===== config.mk =====
export PLATFORM = sky130hd
export DESIGN_NAME = woa_blend
export DESIGN_NICKNAME = d
export VERILOG_FILES = /design/src/rtl/assert_macros.svh /design/src/rtl/woa_pkg.sv /design/src/rtl/woa_blend.sv
export SDC_FILE = /design/constraint.sdc
export NUM_CORES = 2
export LEC_CHECK = 0
export BUFFER_PORTS_ARGS = -buffer_cell sky130_fd_sc_hd__buf_2
export CAP_MARGIN = 40
export CORE_MARGIN = 2
export CORE_UTILIZATION = 40
export CTS_CLUSTER_SIZE = 25
export DETAILED_ROUTE_END_ITERATION = 10
export GPL_TIMING_DRIVEN = 0
export MAX_ROUTING_LAYER = met4
export SYNTH_ARGS = -nofsm -noshare
export SYNTH_HDL_FRONTEND = slang
export SYNTH_SLANG_ARGS = --single-unit
export TNS_END_PERCENT = 10

===== constraint.sdc =====
create_clock -name clock -period 13.6 [get_ports clock]
set_input_delay 2.72 -clock clock [delete_from_list [all_inputs] [get_ports clock]]
set_output_delay 2.72 -clock clock [all_outputs]
set_load 0.02 [all_outputs]

===== src/rtl/assert_macros.svh =====
// Assertion macros used by the top-level RTL file of the accumulation core.
`ifndef ASSERT_MACROS_SVH
`define ASSERT_MACROS_SVH
`ifndef ASSERT_OFF
`define WOA_ASSERT_IMPLY(lbl, clk, rst, ante, cons) \
   lbl: assert property (@(posedge clk) disable iff (rst) (ante) |-> (cons)) \
      else $error("implication check failed");
`define WOA_ASSERT_NEVER(lbl, clk, rst, cond) \
   lbl: assert property (@(posedge clk) disable iff (rst) !(cond)) \
      else $error("forbidden condition seen");
`else
`define WOA_ASSERT_IMPLY(lbl, clk, rst, ante, cons)
`define WOA_ASSERT_NEVER(lbl, clk, rst, cond)
`endif
`endif


===== src/rtl/woa_pkg.sv =====
// Shared constants, types and divider step functions for the accumulation core.
`default_nettype none
package woa_pkg;
   localparam int PIXELS = 65536;
   localparam int PIX_AW = $clog2(PIXELS);
   localparam int STAGES = 8;
   localparam int CSR_AW = 3;
   localparam logic REG_SAMPLE_COUNT = 1'b0;
   localparam logic [16:0] ONE_Q16 = 17'h10000;

   typedef struct packed {
      logic              we;
      logic [PIX_AW-1:0] addr;
      logic [31:0]       data;
   } store_wr_type;

   typedef struct packed {
      logic [7:0]  rem;
      logic [16:0] quo;
      logic [16:0] dvd;
   } sdiv_type;

   typedef struct packed {
      logic [16:0] rem;
      logic [7:0]  quo;
      logic [7:0]  dvd;
   } cdiv_type;

   // a * 65536 / 255, truncated: a*257 plus one for full scale
   function automatic logic [16:0] alpha_to_q16(logic [7:0] a);
      return {1'b0, a, 8'b0} + {9'b0, a} + {16'b0, (a == 8'hFF)};
   endfunction

   function automatic sdiv_type sdiv_step(sdiv_type x, logic [7:0] d);
      sdiv_type y;
      logic [8:0] t;
      t = {x.rem, x.dvd[16]};
      y.dvd = {x.dvd[15:0], 1'b0};
      if (t >= {1'b0, d}) begin
         y.rem = 8'(t - {1'b0, d});
         y.quo = {x.quo[15:0], 1'b1};
      end else begin
         y.rem = t[7:0];
         y.quo = {x.quo[15:0], 1'b0};
      end
      return y;
   endfunction

   function automatic cdiv_type cdiv_step(cdiv_type x, logic [16:0] d);
      cdiv_type y;
      logic [17:0] t;
      t = {x.rem, x.dvd[7]};
      y.dvd = {x.dvd[6:0], 1'b0};
      if (t >= {1'b0, d}) begin
         y.rem = 17'(t - {1'b0, d});
         y.quo = {x.quo[6:0], 1'b1};
      end else begin
         y.rem = t[16:0];
         y.quo = {x.quo[6:0], 1'b0};
      end
      return y;
   endfunction
endpackage
`default_nettype wire


===== src/rtl/woa_blend.sv =====
// Eight-stage blend pipeline: source alpha divide, over weights, color divide.
`default_nettype none
module woa_blend (
   input  wire logic                        clock,
   input  wire logic                        reset,
   input  wire logic                        in_vld,
   input  wire logic [15:0]                 in_idx,
   input  wire logic                        in_first,
   input  wire logic [7:0]                  in_red,
   input  wire logic [7:0]                  in_green,
   input  wire logic [7:0]                  in_blue,
   input  wire logic [7:0]                  in_alpha,
   input  wire logic [7:0]                  sample_count,
   input  wire logic [31:0]                 rd_data,
   input  wire logic                        out_adv,
   output logic                             in_adv,
   output logic                             last_vld,
   output logic [15:0]                      last_idx,
   output logic [31:0]                      last_pix,
   output logic [woa_pkg::STAGES-1:0]       busy_vld,
   output logic [woa_pkg::STAGES-1:0][15:0] busy_idx
);
   typedef struct packed {
      logic [15:0] idx;
      logic [7:0]  sr;
      logic [7:0]  sg;
      logic [7:0]  sb;
   } tag_type;

   typedef struct packed {
      tag_type           tag;
      logic              first;
      woa_pkg::sdiv_type sdv;
      logic [7:0]        n;
   } s1_type;

   typedef struct packed {
      tag_type           tag;
      logic [31:0]       dpix;
      logic [16:0]       dst_a;
      woa_pkg::sdiv_type sdv;
      logic [7:0]        n;
   } front_type;

   typedef struct packed {
      tag_type     tag;
      logic [31:0] dpix;
      logic [16:0] src_a;
      logic [16:0] dst_w;
   } s5_type;

   typedef struct packed {
      logic [15:0] idx;
      logic [31:0] dpix;
      logic [16:0] out_a;
      logic [23:0] nr;
      logic [23:0] ng;
      logic [23:0] nb;
   } s6_type;

   typedef struct packed {
      logic [15:0]       idx;
      logic [31:0]       dpix;
      logic [16:0]       out_a;
      logic [7:0]        alpha;
      woa_pkg::cdiv_type cr;
      woa_pkg::cdiv_type cg;
      woa_pkg::cdiv_type cb;
   } s7_type;

   typedef struct packed {
      logic [15:0] idx;
      logic [31:0] pix;
   } s8_type;

   logic [woa_pkg::STAGES-1:0] vld_ff;
   logic [woa_pkg::STAGES-1:0] adv;
   s1_type    s1_ff, s1_in;
   front_type s2_ff, s2_in, s3_ff, s3_in, s4_ff, s4_in;
   s5_type    s5_ff, s5_in;
   s6_type    s6_ff, s6_in;
   s7_type    s7_ff, s7_in;
   s8_type    s8_ff, s8_in;

   // a stage moves when it is empty or the one after it moves
   always_comb begin
      adv[woa_pkg::STAGES-1] = !vld_ff[woa_pkg::STAGES-1] || out_adv;
      for (int k = woa_pkg::STAGES - 2; k >= 0; k--) begin
         adv[k] = !vld_ff[k] || adv[k+1];
      end
   end

   always_ff @(posedge clock) begin
      if (reset) begin
         vld_ff <= '0;
      end else begin
         if (adv[0]) begin
            vld_ff[0] <= in_vld;
         end
         for (int k = 1; k < woa_pkg::STAGES; k++) begin
            if (adv[k]) begin
               vld_ff[k] <= vld_ff[k-1];
            end
         end
      end
   end

   always_comb begin
      s1_in.tag.idx = in_idx;
      s1_in.tag.sr  = in_red;
      s1_in.tag.sg  = in_green;
      s1_in.tag.sb  = in_blue;
      s1_in.first   = in_first;
      s1_in.sdv.rem = '0;
      s1_in.sdv.quo = '0;
      s1_in.sdv.dvd = woa_pkg::alpha_to_q16(in_alpha);
      s1_in.n       = (sample_count == 8'd0) ? 8'd1 : sample_count;
   end

   always_comb begin
      s2_in.tag   = s1_ff.tag;
      s2_in.n     = s1_ff.n;
      s2_in.dpix  = s1_ff.first ? 32'd0 : rd_data;
      s2_in.dst_a = woa_pkg::alpha_to_q16(s2_in.dpix[31:24]);
      s2_in.sdv   = s1_ff.sdv;
      for (int k = 0; k < 6; k++) begin
         s2_in.sdv = woa_pkg::sdiv_step(s2_in.sdv, s1_ff.n);
      end
   end

   always_comb begin
      s3_in = s2_ff;
      for (int k = 0; k < 6; k++) begin
         s3_in.sdv = woa_pkg::sdiv_step(s3_in.sdv, s2_ff.n);
      end
   end

   always_comb begin
      s4_in = s3_ff;
      for (int k = 0; k < 5; k++) begin
         s4_in.sdv = woa_pkg::sdiv_step(s4_in.sdv, s3_ff.n);
      end
   end

   logic [33:0] wprod;
   always_comb begin
      wprod       = {17'd0, s4_ff.dst_a} * {17'd0, woa_pkg::ONE_Q16 - s4_ff.sdv.quo};
      s5_in.tag   = s4_ff.tag;
      s5_in.dpix  = s4_ff.dpix;
      s5_in.src_a = s4_ff.sdv.quo;
      s5_in.dst_w = wprod[32:16];
   end

   logic [25:0] sum_r, sum_g, sum_b;
   always_comb begin
      sum_r = {1'b0, 8'd0, s5_ff.tag.sr} * {9'd0, s5_ff.src_a}
            + {1'b0, 8'd0, s5_ff.dpix[7:0]} * {9'd0, s5_ff.dst_w};
      sum_g = {1'b0, 8'd0, s5_ff.tag.sg} * {9'd0, s5_ff.src_a}
            + {1'b0, 8'd0, s5_ff.dpix[15:8]} * {9'd0, s5_ff.dst_w};
      sum_b = {1'b0, 8'd0, s5_ff.tag.sb} * {9'd0, s5_ff.src_a}
            + {1'b0, 8'd0, s5_ff.dpix[23:16]} * {9'd0, s5_ff.dst_w};
      s6_in.idx   = s5_ff.tag.idx;
      s6_in.dpix  = s5_ff.dpix;
      s6_in.out_a = s5_ff.src_a + s5_ff.dst_w;
      s6_in.nr    = sum_r[23:0];
      s6_in.ng    = sum_g[23:0];
      s6_in.nb    = sum_b[23:0];
   end

   logic [24:0] aprod;
   always_comb begin
      aprod        = {8'd0, s6_ff.out_a} * 25'd255;
      s7_in.idx    = s6_ff.idx;
      s7_in.dpix   = s6_ff.dpix;
      s7_in.out_a  = s6_ff.out_a;
      s7_in.alpha  = aprod[23:16];
      // numerator stays below 256 * out_a, so the high part starts as remainder
      s7_in.cr.rem = {1'b0, s6_ff.nr[23:8]};
      s7_in.cr.quo = '0;
      s7_in.cr.dvd = s6_ff.nr[7:0];
      s7_in.cg.rem = {1'b0, s6_ff.ng[23:8]};
      s7_in.cg.quo = '0;
      s7_in.cg.dvd = s6_ff.ng[7:0];
      s7_in.cb.rem = {1'b0, s6_ff.nb[23:8]};
      s7_in.cb.quo = '0;
      s7_in.cb.dvd = s6_ff.nb[7:0];
      for (int k = 0; k < 4; k++) begin
         s7_in.cr = woa_pkg::cdiv_step(s7_in.cr, s6_ff.out_a);
         s7_in.cg = woa_pkg::cdiv_step(s7_in.cg, s6_ff.out_a);
         s7_in.cb = woa_pkg::cdiv_step(s7_in.cb, s6_ff.out_a);
      end
   end

   woa_pkg::cdiv_type fr, fg, fb;
   always_comb begin
      fr = s7_ff.cr;
      fg = s7_ff.cg;
      fb = s7_ff.cb;
      for (int k = 0; k < 4; k++) begin
         fr = woa_pkg::cdiv_step(fr, s7_ff.out_a);
         fg = woa_pkg::cdiv_step(fg, s7_ff.out_a);
         fb = woa_pkg::cdiv_step(fb, s7_ff.out_a);
      end
      s8_in.idx = s7_ff.idx;
      // transparent result keeps the destination pixel, which is zero for a first sample
      s8_in.pix = (s7_ff.out_a != 17'd0) ? {s7_ff.alpha, fb.quo, fg.quo, fr.quo}
                                         : s7_ff.dpix;
   end

   always_ff @(posedge clock) begin
      if (adv[0]) s1_ff <= s1_in;
      if (adv[1]) s2_ff <= s2_in;
      if (adv[2]) s3_ff <= s3_in;
      if (adv[3]) s4_ff <= s4_in;
      if (adv[4]) s5_ff <= s5_in;
      if (adv[5]) s6_ff <= s6_in;
      if (adv[6]) s7_ff <= s7_in;
      if (adv[7]) s8_ff <= s8_in;
   end

   assign in_adv      = adv[0];
   assign last_vld    = vld_ff[woa_pkg::STAGES-1];
   assign last_idx    = s8_ff.idx;
   assign last_pix    = s8_ff.pix;
   assign busy_vld    = vld_ff;
   assign busy_idx[0] = s1_ff.tag.idx;
   assign busy_idx[1] = s2_ff.tag.idx;
   assign busy_idx[2] = s3_ff.tag.idx;
   assign busy_idx[3] = s4_ff.tag.idx;
   assign busy_idx[4] = s5_ff.tag.idx;
   assign busy_idx[5] = s6_ff.idx;
   assign busy_idx[6] = s7_ff.idx;
   assign busy_idx[7] = s8_ff.idx;
endmodule
`default_nettype wire


# After elaboration in Yosys (flattened, before gate mapping)

Index checks and enable logic that the tools add are counted.

Bits in registers: 886
Output and inout port bits: 186
Logic and storage cells: 229

Add/sub/neg operators: 46
$mul: 8
Magnitude comparators: 41
Eq/ne operators: 2
Muxes and demuxes: 43
Reduce and logical (&&, ||, !) cells: 18

Operator list:

| kind                                               | number |
|---|---|
| 2-to-1 mux 25 bit                                  | 37 |
| >= comparator 18 x 17 -> 1 bit                     | 21 |
| subtractor 17 bit                                  | 21 |
| >= comparator 9 x 8 -> 1 bit                       | 16 |
| multiplier 8 x 17 -> 24 bit                        | 6 |
| subtractor 8 bit                                   | 15 |
| adder 24 bit                                       | 3 |
| 2-to-1 mux 32 bit                                  | 2 |
| >= comparator 17 bit                               | 3 |
| adder 16 x 8 -> 17 bit                             | 2 |
| adder 17 x 1 -> 17 bit                             | 2 |
| multiplier 17 x 17 -> 33 bit                       | 1 |
| multiplier 17 x 8 -> 24 bit, second input constant | 1 |
| adder 17 bit                                       | 1 |
| nonzero test 17 bit                                | 1 |
| subtractor 17 bit, first input constant            | 1 |
| equality test 8 bit, second input constant         | 2 |
| >= comparator 1 x 8 -> 1 bit                       | 1 |
| logical NOT 1 bit                                  | 8 |
| logical NOT 8 bit                                  | 1 |
| logical OR 1 bit                                   | 8 |
| subtractor 1 x 8 -> 8 bit                          | 1 |
| 2-to-1 mux 1 bit                                   | 4 |

# Longest topological paths before layout

Depth after elaboration: 12
Depth in mapped cells: 67
Depth with buffers taken out: 63

# Worst setup path before layout

No wires, ideal clock.

Path kind: register -> register
From: register s2_ff[1] (netlist bit)
To: register s3_ff[43] (netlist bit) (data pin)
Setup time: 0.260 ns
Data arrival time: 13.100 ns
Slack: 0.240 ns
Stages on the path, launching flop included: 65
Path buffers: 4
Path through: edfxtp_1 > inv_1 > ha_1 > nor2b_4 > o211a_4 > nor3_4 > a31o_2 > buf_2 > mux2_2 > ha_1 > and3_1 > o21ai_0 > a31oi_1 > and2_1 > a211o_1 > nor2_1 > buf_1 > o21ai_0 > (+29 left out) > o21ai_0 > o211ai_1 > a21o_1 > a211o_1 > buf_6 > mux2i_1 > ha_1 > nor2b_1 > o21ai_0 > a21boi_0 > o21ai_0 > a21boi_0 > o21ai_0 > nand3b_1 > a21o_1 > a211oi_1 > mux2i_4 > mux2_4

RTL lines:

| element                | RTL line         | text |
|---|---|---|
| start, declared        | woa_blend.sv:79  | `front_type s2_ff, s2_in, s3_ff, s3_in, s4_ff, s4_in;` |
| start signal, assigned | woa_blend.sv:212 | `if (adv[1]) s2_ff <= s2_in;` |
| end signal, assigned   | woa_blend.sv:213 | `if (adv[2]) s3_ff <= s3_in;` |
| end, declared          | woa_blend.sv:79  |  |

==> impl_results.md <==
- Outcome: completed
- CTS sink count: approximately 860
- Most common cell on crit path: o21ai_0
- CTS tree: built
- First-pass GRT wire length: approximately 400,000 um
- Router iterations before antenna repair: 6
- Setup repair after global routing missed its margin: yes
- Critical path's largest stage delay: 450 ps
- Max Cap Viol: 0
- Mapped Cells: between 9,000 and 10,000
- Grt total ovfl: 0
- Multi-input gate area: between 60,000 and 70,000 um2
- Gr usage total: 0.230
- Final core occ: 0.450
- Design Area, Final: between 100,000 and 150,000 um2
- Crit path max fanout: 10
- Vias/cell: roughly 5.3
- Final setup skew: around 67 ps
- CP endpoint kind: flop
- Gpl congestion: between 0.9 and 1
- Final Critical Period: between 10,000 and 15,000 ps
- Setup CP Type: reg2reg
- Antenna viol nets, final: 0
- Post-synth EDFFs: approximately 860
- Worst-case clock buffer depth: 3
- Register area: around 26,000 um2
- Final period utilization: 0.957
- Fmax: about 77 MHz
- Prevailing post-synth register cell: edfxtp_1
- Clock latency on the worst-skew pair: slightly below 800 ps
- Row cnt: around 180
- Crit path required time: 14,080 ps
- Synth Net Count: 11,200
- Area growth syn-to-layout: 11.8%
- Count of input and output buffers: roughly 280
- DRT iter0 DRCs: about 4,500
- H-tree lvl count: 3
- Worst-path clk slew: around 60 ps
- Fin nets: 11,700
- Min-delay worst type: reg2reg
- Slew HR: 0.356
- HPWL after DPL: roughly 210,000 um
- Final setup vio count: 0
- Total die area: between 200,000 and 250,000 um2
- Post-Route Setup TNS: 0 ps
- Share of post-route cells with drive strength above 1: 0.111
- Vias in the first global route: between 60,000 and 70,000
- Arr. time, crit path: 13,500 ps
- Chip height: roughly 480 um
- Final hold viol count: 0
- Hold-fix buffers at CTS: 0
- Commonest non-fill, non-tap cells in the layout: inv_1 (1,257), nand2_1 (1,084), fa_1 (989)
- Register bit total from synthesis: approximately 860
- Initial antenna violation count: 9
- Post-synthesis cell type count: between 80 and 90
- Slew @ Worst Pin: between 900 and 1000 ps
- Largest net degree at the start of global routing: 86
- CTS Buf Count: 96
- DRC viols: 0
- Fraction of registers with async set/reset: 0
- CP max-delay cell: a2111o_1
- Syn. warnings: 0
- Avg Inst Size Synth: between 10 and 15 um2
- Core Footprint: about 230,000 um2
- Final wirelength: about 260,000 um
- Num ports: roughly 280
- Starting Density: 0.402
- Root Driver: clkbuf_16
- Mapped cell area: 92,300 um2
- Commonest non-fill, non-tap cell in the layout: inv_1
- Routed wire per std cell: between 20 and 25 um
- Die span in x: slightly below 500 um
- Via count: ~68,000
- Slew Viols, Final: 0
- Setup WS pre-CTS: -2500 ps
- Sequential area share after synthesis: 0.280
- CP Launch Type: flop
- Setup ws final: about 590 ps
- Area post-placement: between 90,000 and 100,000 um2
- Fill count: about 22,000
-- kinds of logic (layout without fill, tap and decap cells) --
logic type      Yosys count  after routing  share of synthesized area
simple gates           2591           2591                      0.135
fa+ha+maj              1896           1896                      0.337
buf+inv                1676           2285                     0.0736
compound gates         1424           1424                      0.100
flops                   863            863                      0.280
xor+xnor                457            457                     0.0433
mux                     256            257                     0.0309
other cells               0              5                          0
-- final timing paths --
path / from / endpoint / slack (ps) / depth (start not counted)
min reg2reg: s4_ff[77]$_DFFE_PP_ / s5_ff[44]$_DFFE_PP_ / 410 / 0
min: s4_ff[77]$_DFFE_PP_ / s5_ff[44]$_DFFE_PP_ / 410 / 0
max reg2reg: s6_ff[75]$_DFFE_PP_ / s7_ff[30]$_DFFE_PP_ / 590 / 52
max: s6_ff[75]$_DFFE_PP_ / s7_ff[30]$_DFFE_PP_ / 590 / 52
-- state kept, by name, summed over array words and instances, names as in the netlist --
signal / flops
busy_vld: 8
s3_ff: 106
busy_idx: 112
s7_ff: 132
s2_ff: 106
s6_ff: 121
s1_ff: 50
s5_ff: 90
s4_ff: 90
last_idx: 16
last_pix: 32
-- routing by layer --
layer  part of all wire  routed length (um)  global-route usage
met5                  0                   0                   -
met1               0.43              114000               0.300
met4              0.038               10000              0.0764
met2               0.47              125000               0.373
met3              0.056               14700              0.0277
-- synth_stat cells, drive strengths merged (67+ instances only) --
cell type     n  area [um2]
nand3        89         450
nand2      1087        4080
nor2        372        1400
clkbuf      238         893
a21o        158        1190
o21ai       330        1650
a21oi       390        1950
nand4        73         457
edfxtp      855       25700
nand2b       67         419
fa          989       19800
and2        445        2780
xnor2       311        2720
o21a         84         631
xor2        146        1280
buf         153        1080
ha          907       11300
inv        1283        4820
nor2b       136         858
nor3        126         642
mux2        194        2220
-- per-stage QoR --
step	cells	hold WS [ps]
2_1_floorplan	9163	400
3_3_place_gp	12500	400
3_5_place_dp	12500	405
4_1_cts	12700	415
5_1_grt	12800	419
6_report	12800	411
-- critical path: cells and delay by family (launching register included) --
kind	cells	cell delay [ps]
AOI/OAI and AO/OA	28	6500
and+or+nand+nor	11	2330
buffers and inverters	9	1980
adders and majority gates	4	1530
DFF	1	400
-- repair_timing --
action | in CTS | in global routing
endpoints found under the hold margin | 0 | 0
pin swaps | 6 | 15
setup endpoints to repair | 72 | 75
gates cloned | 0 | 1
resized for setup | 61 | 84
buffers inserted | 20 | 63
-- final cells by class --
type / instances / share of cell area
tap: 3026 / 0.0367
timing repair buffer: 435 / 0.0332
clock inverter: 74 / 0.00764
buffer: 386 / 0.0194
inverter: 1285 / 0.0475
multi-input combinational: 6625 / 0.582
sequential: 863 / 0.250
antenna: 5 / 0.000121
clock buffer: 105 / 0.0236
Power is left out: the tool's default activity adds up to more than one toggle a clock period on the data nets, which glitch-free logic cannot reach.
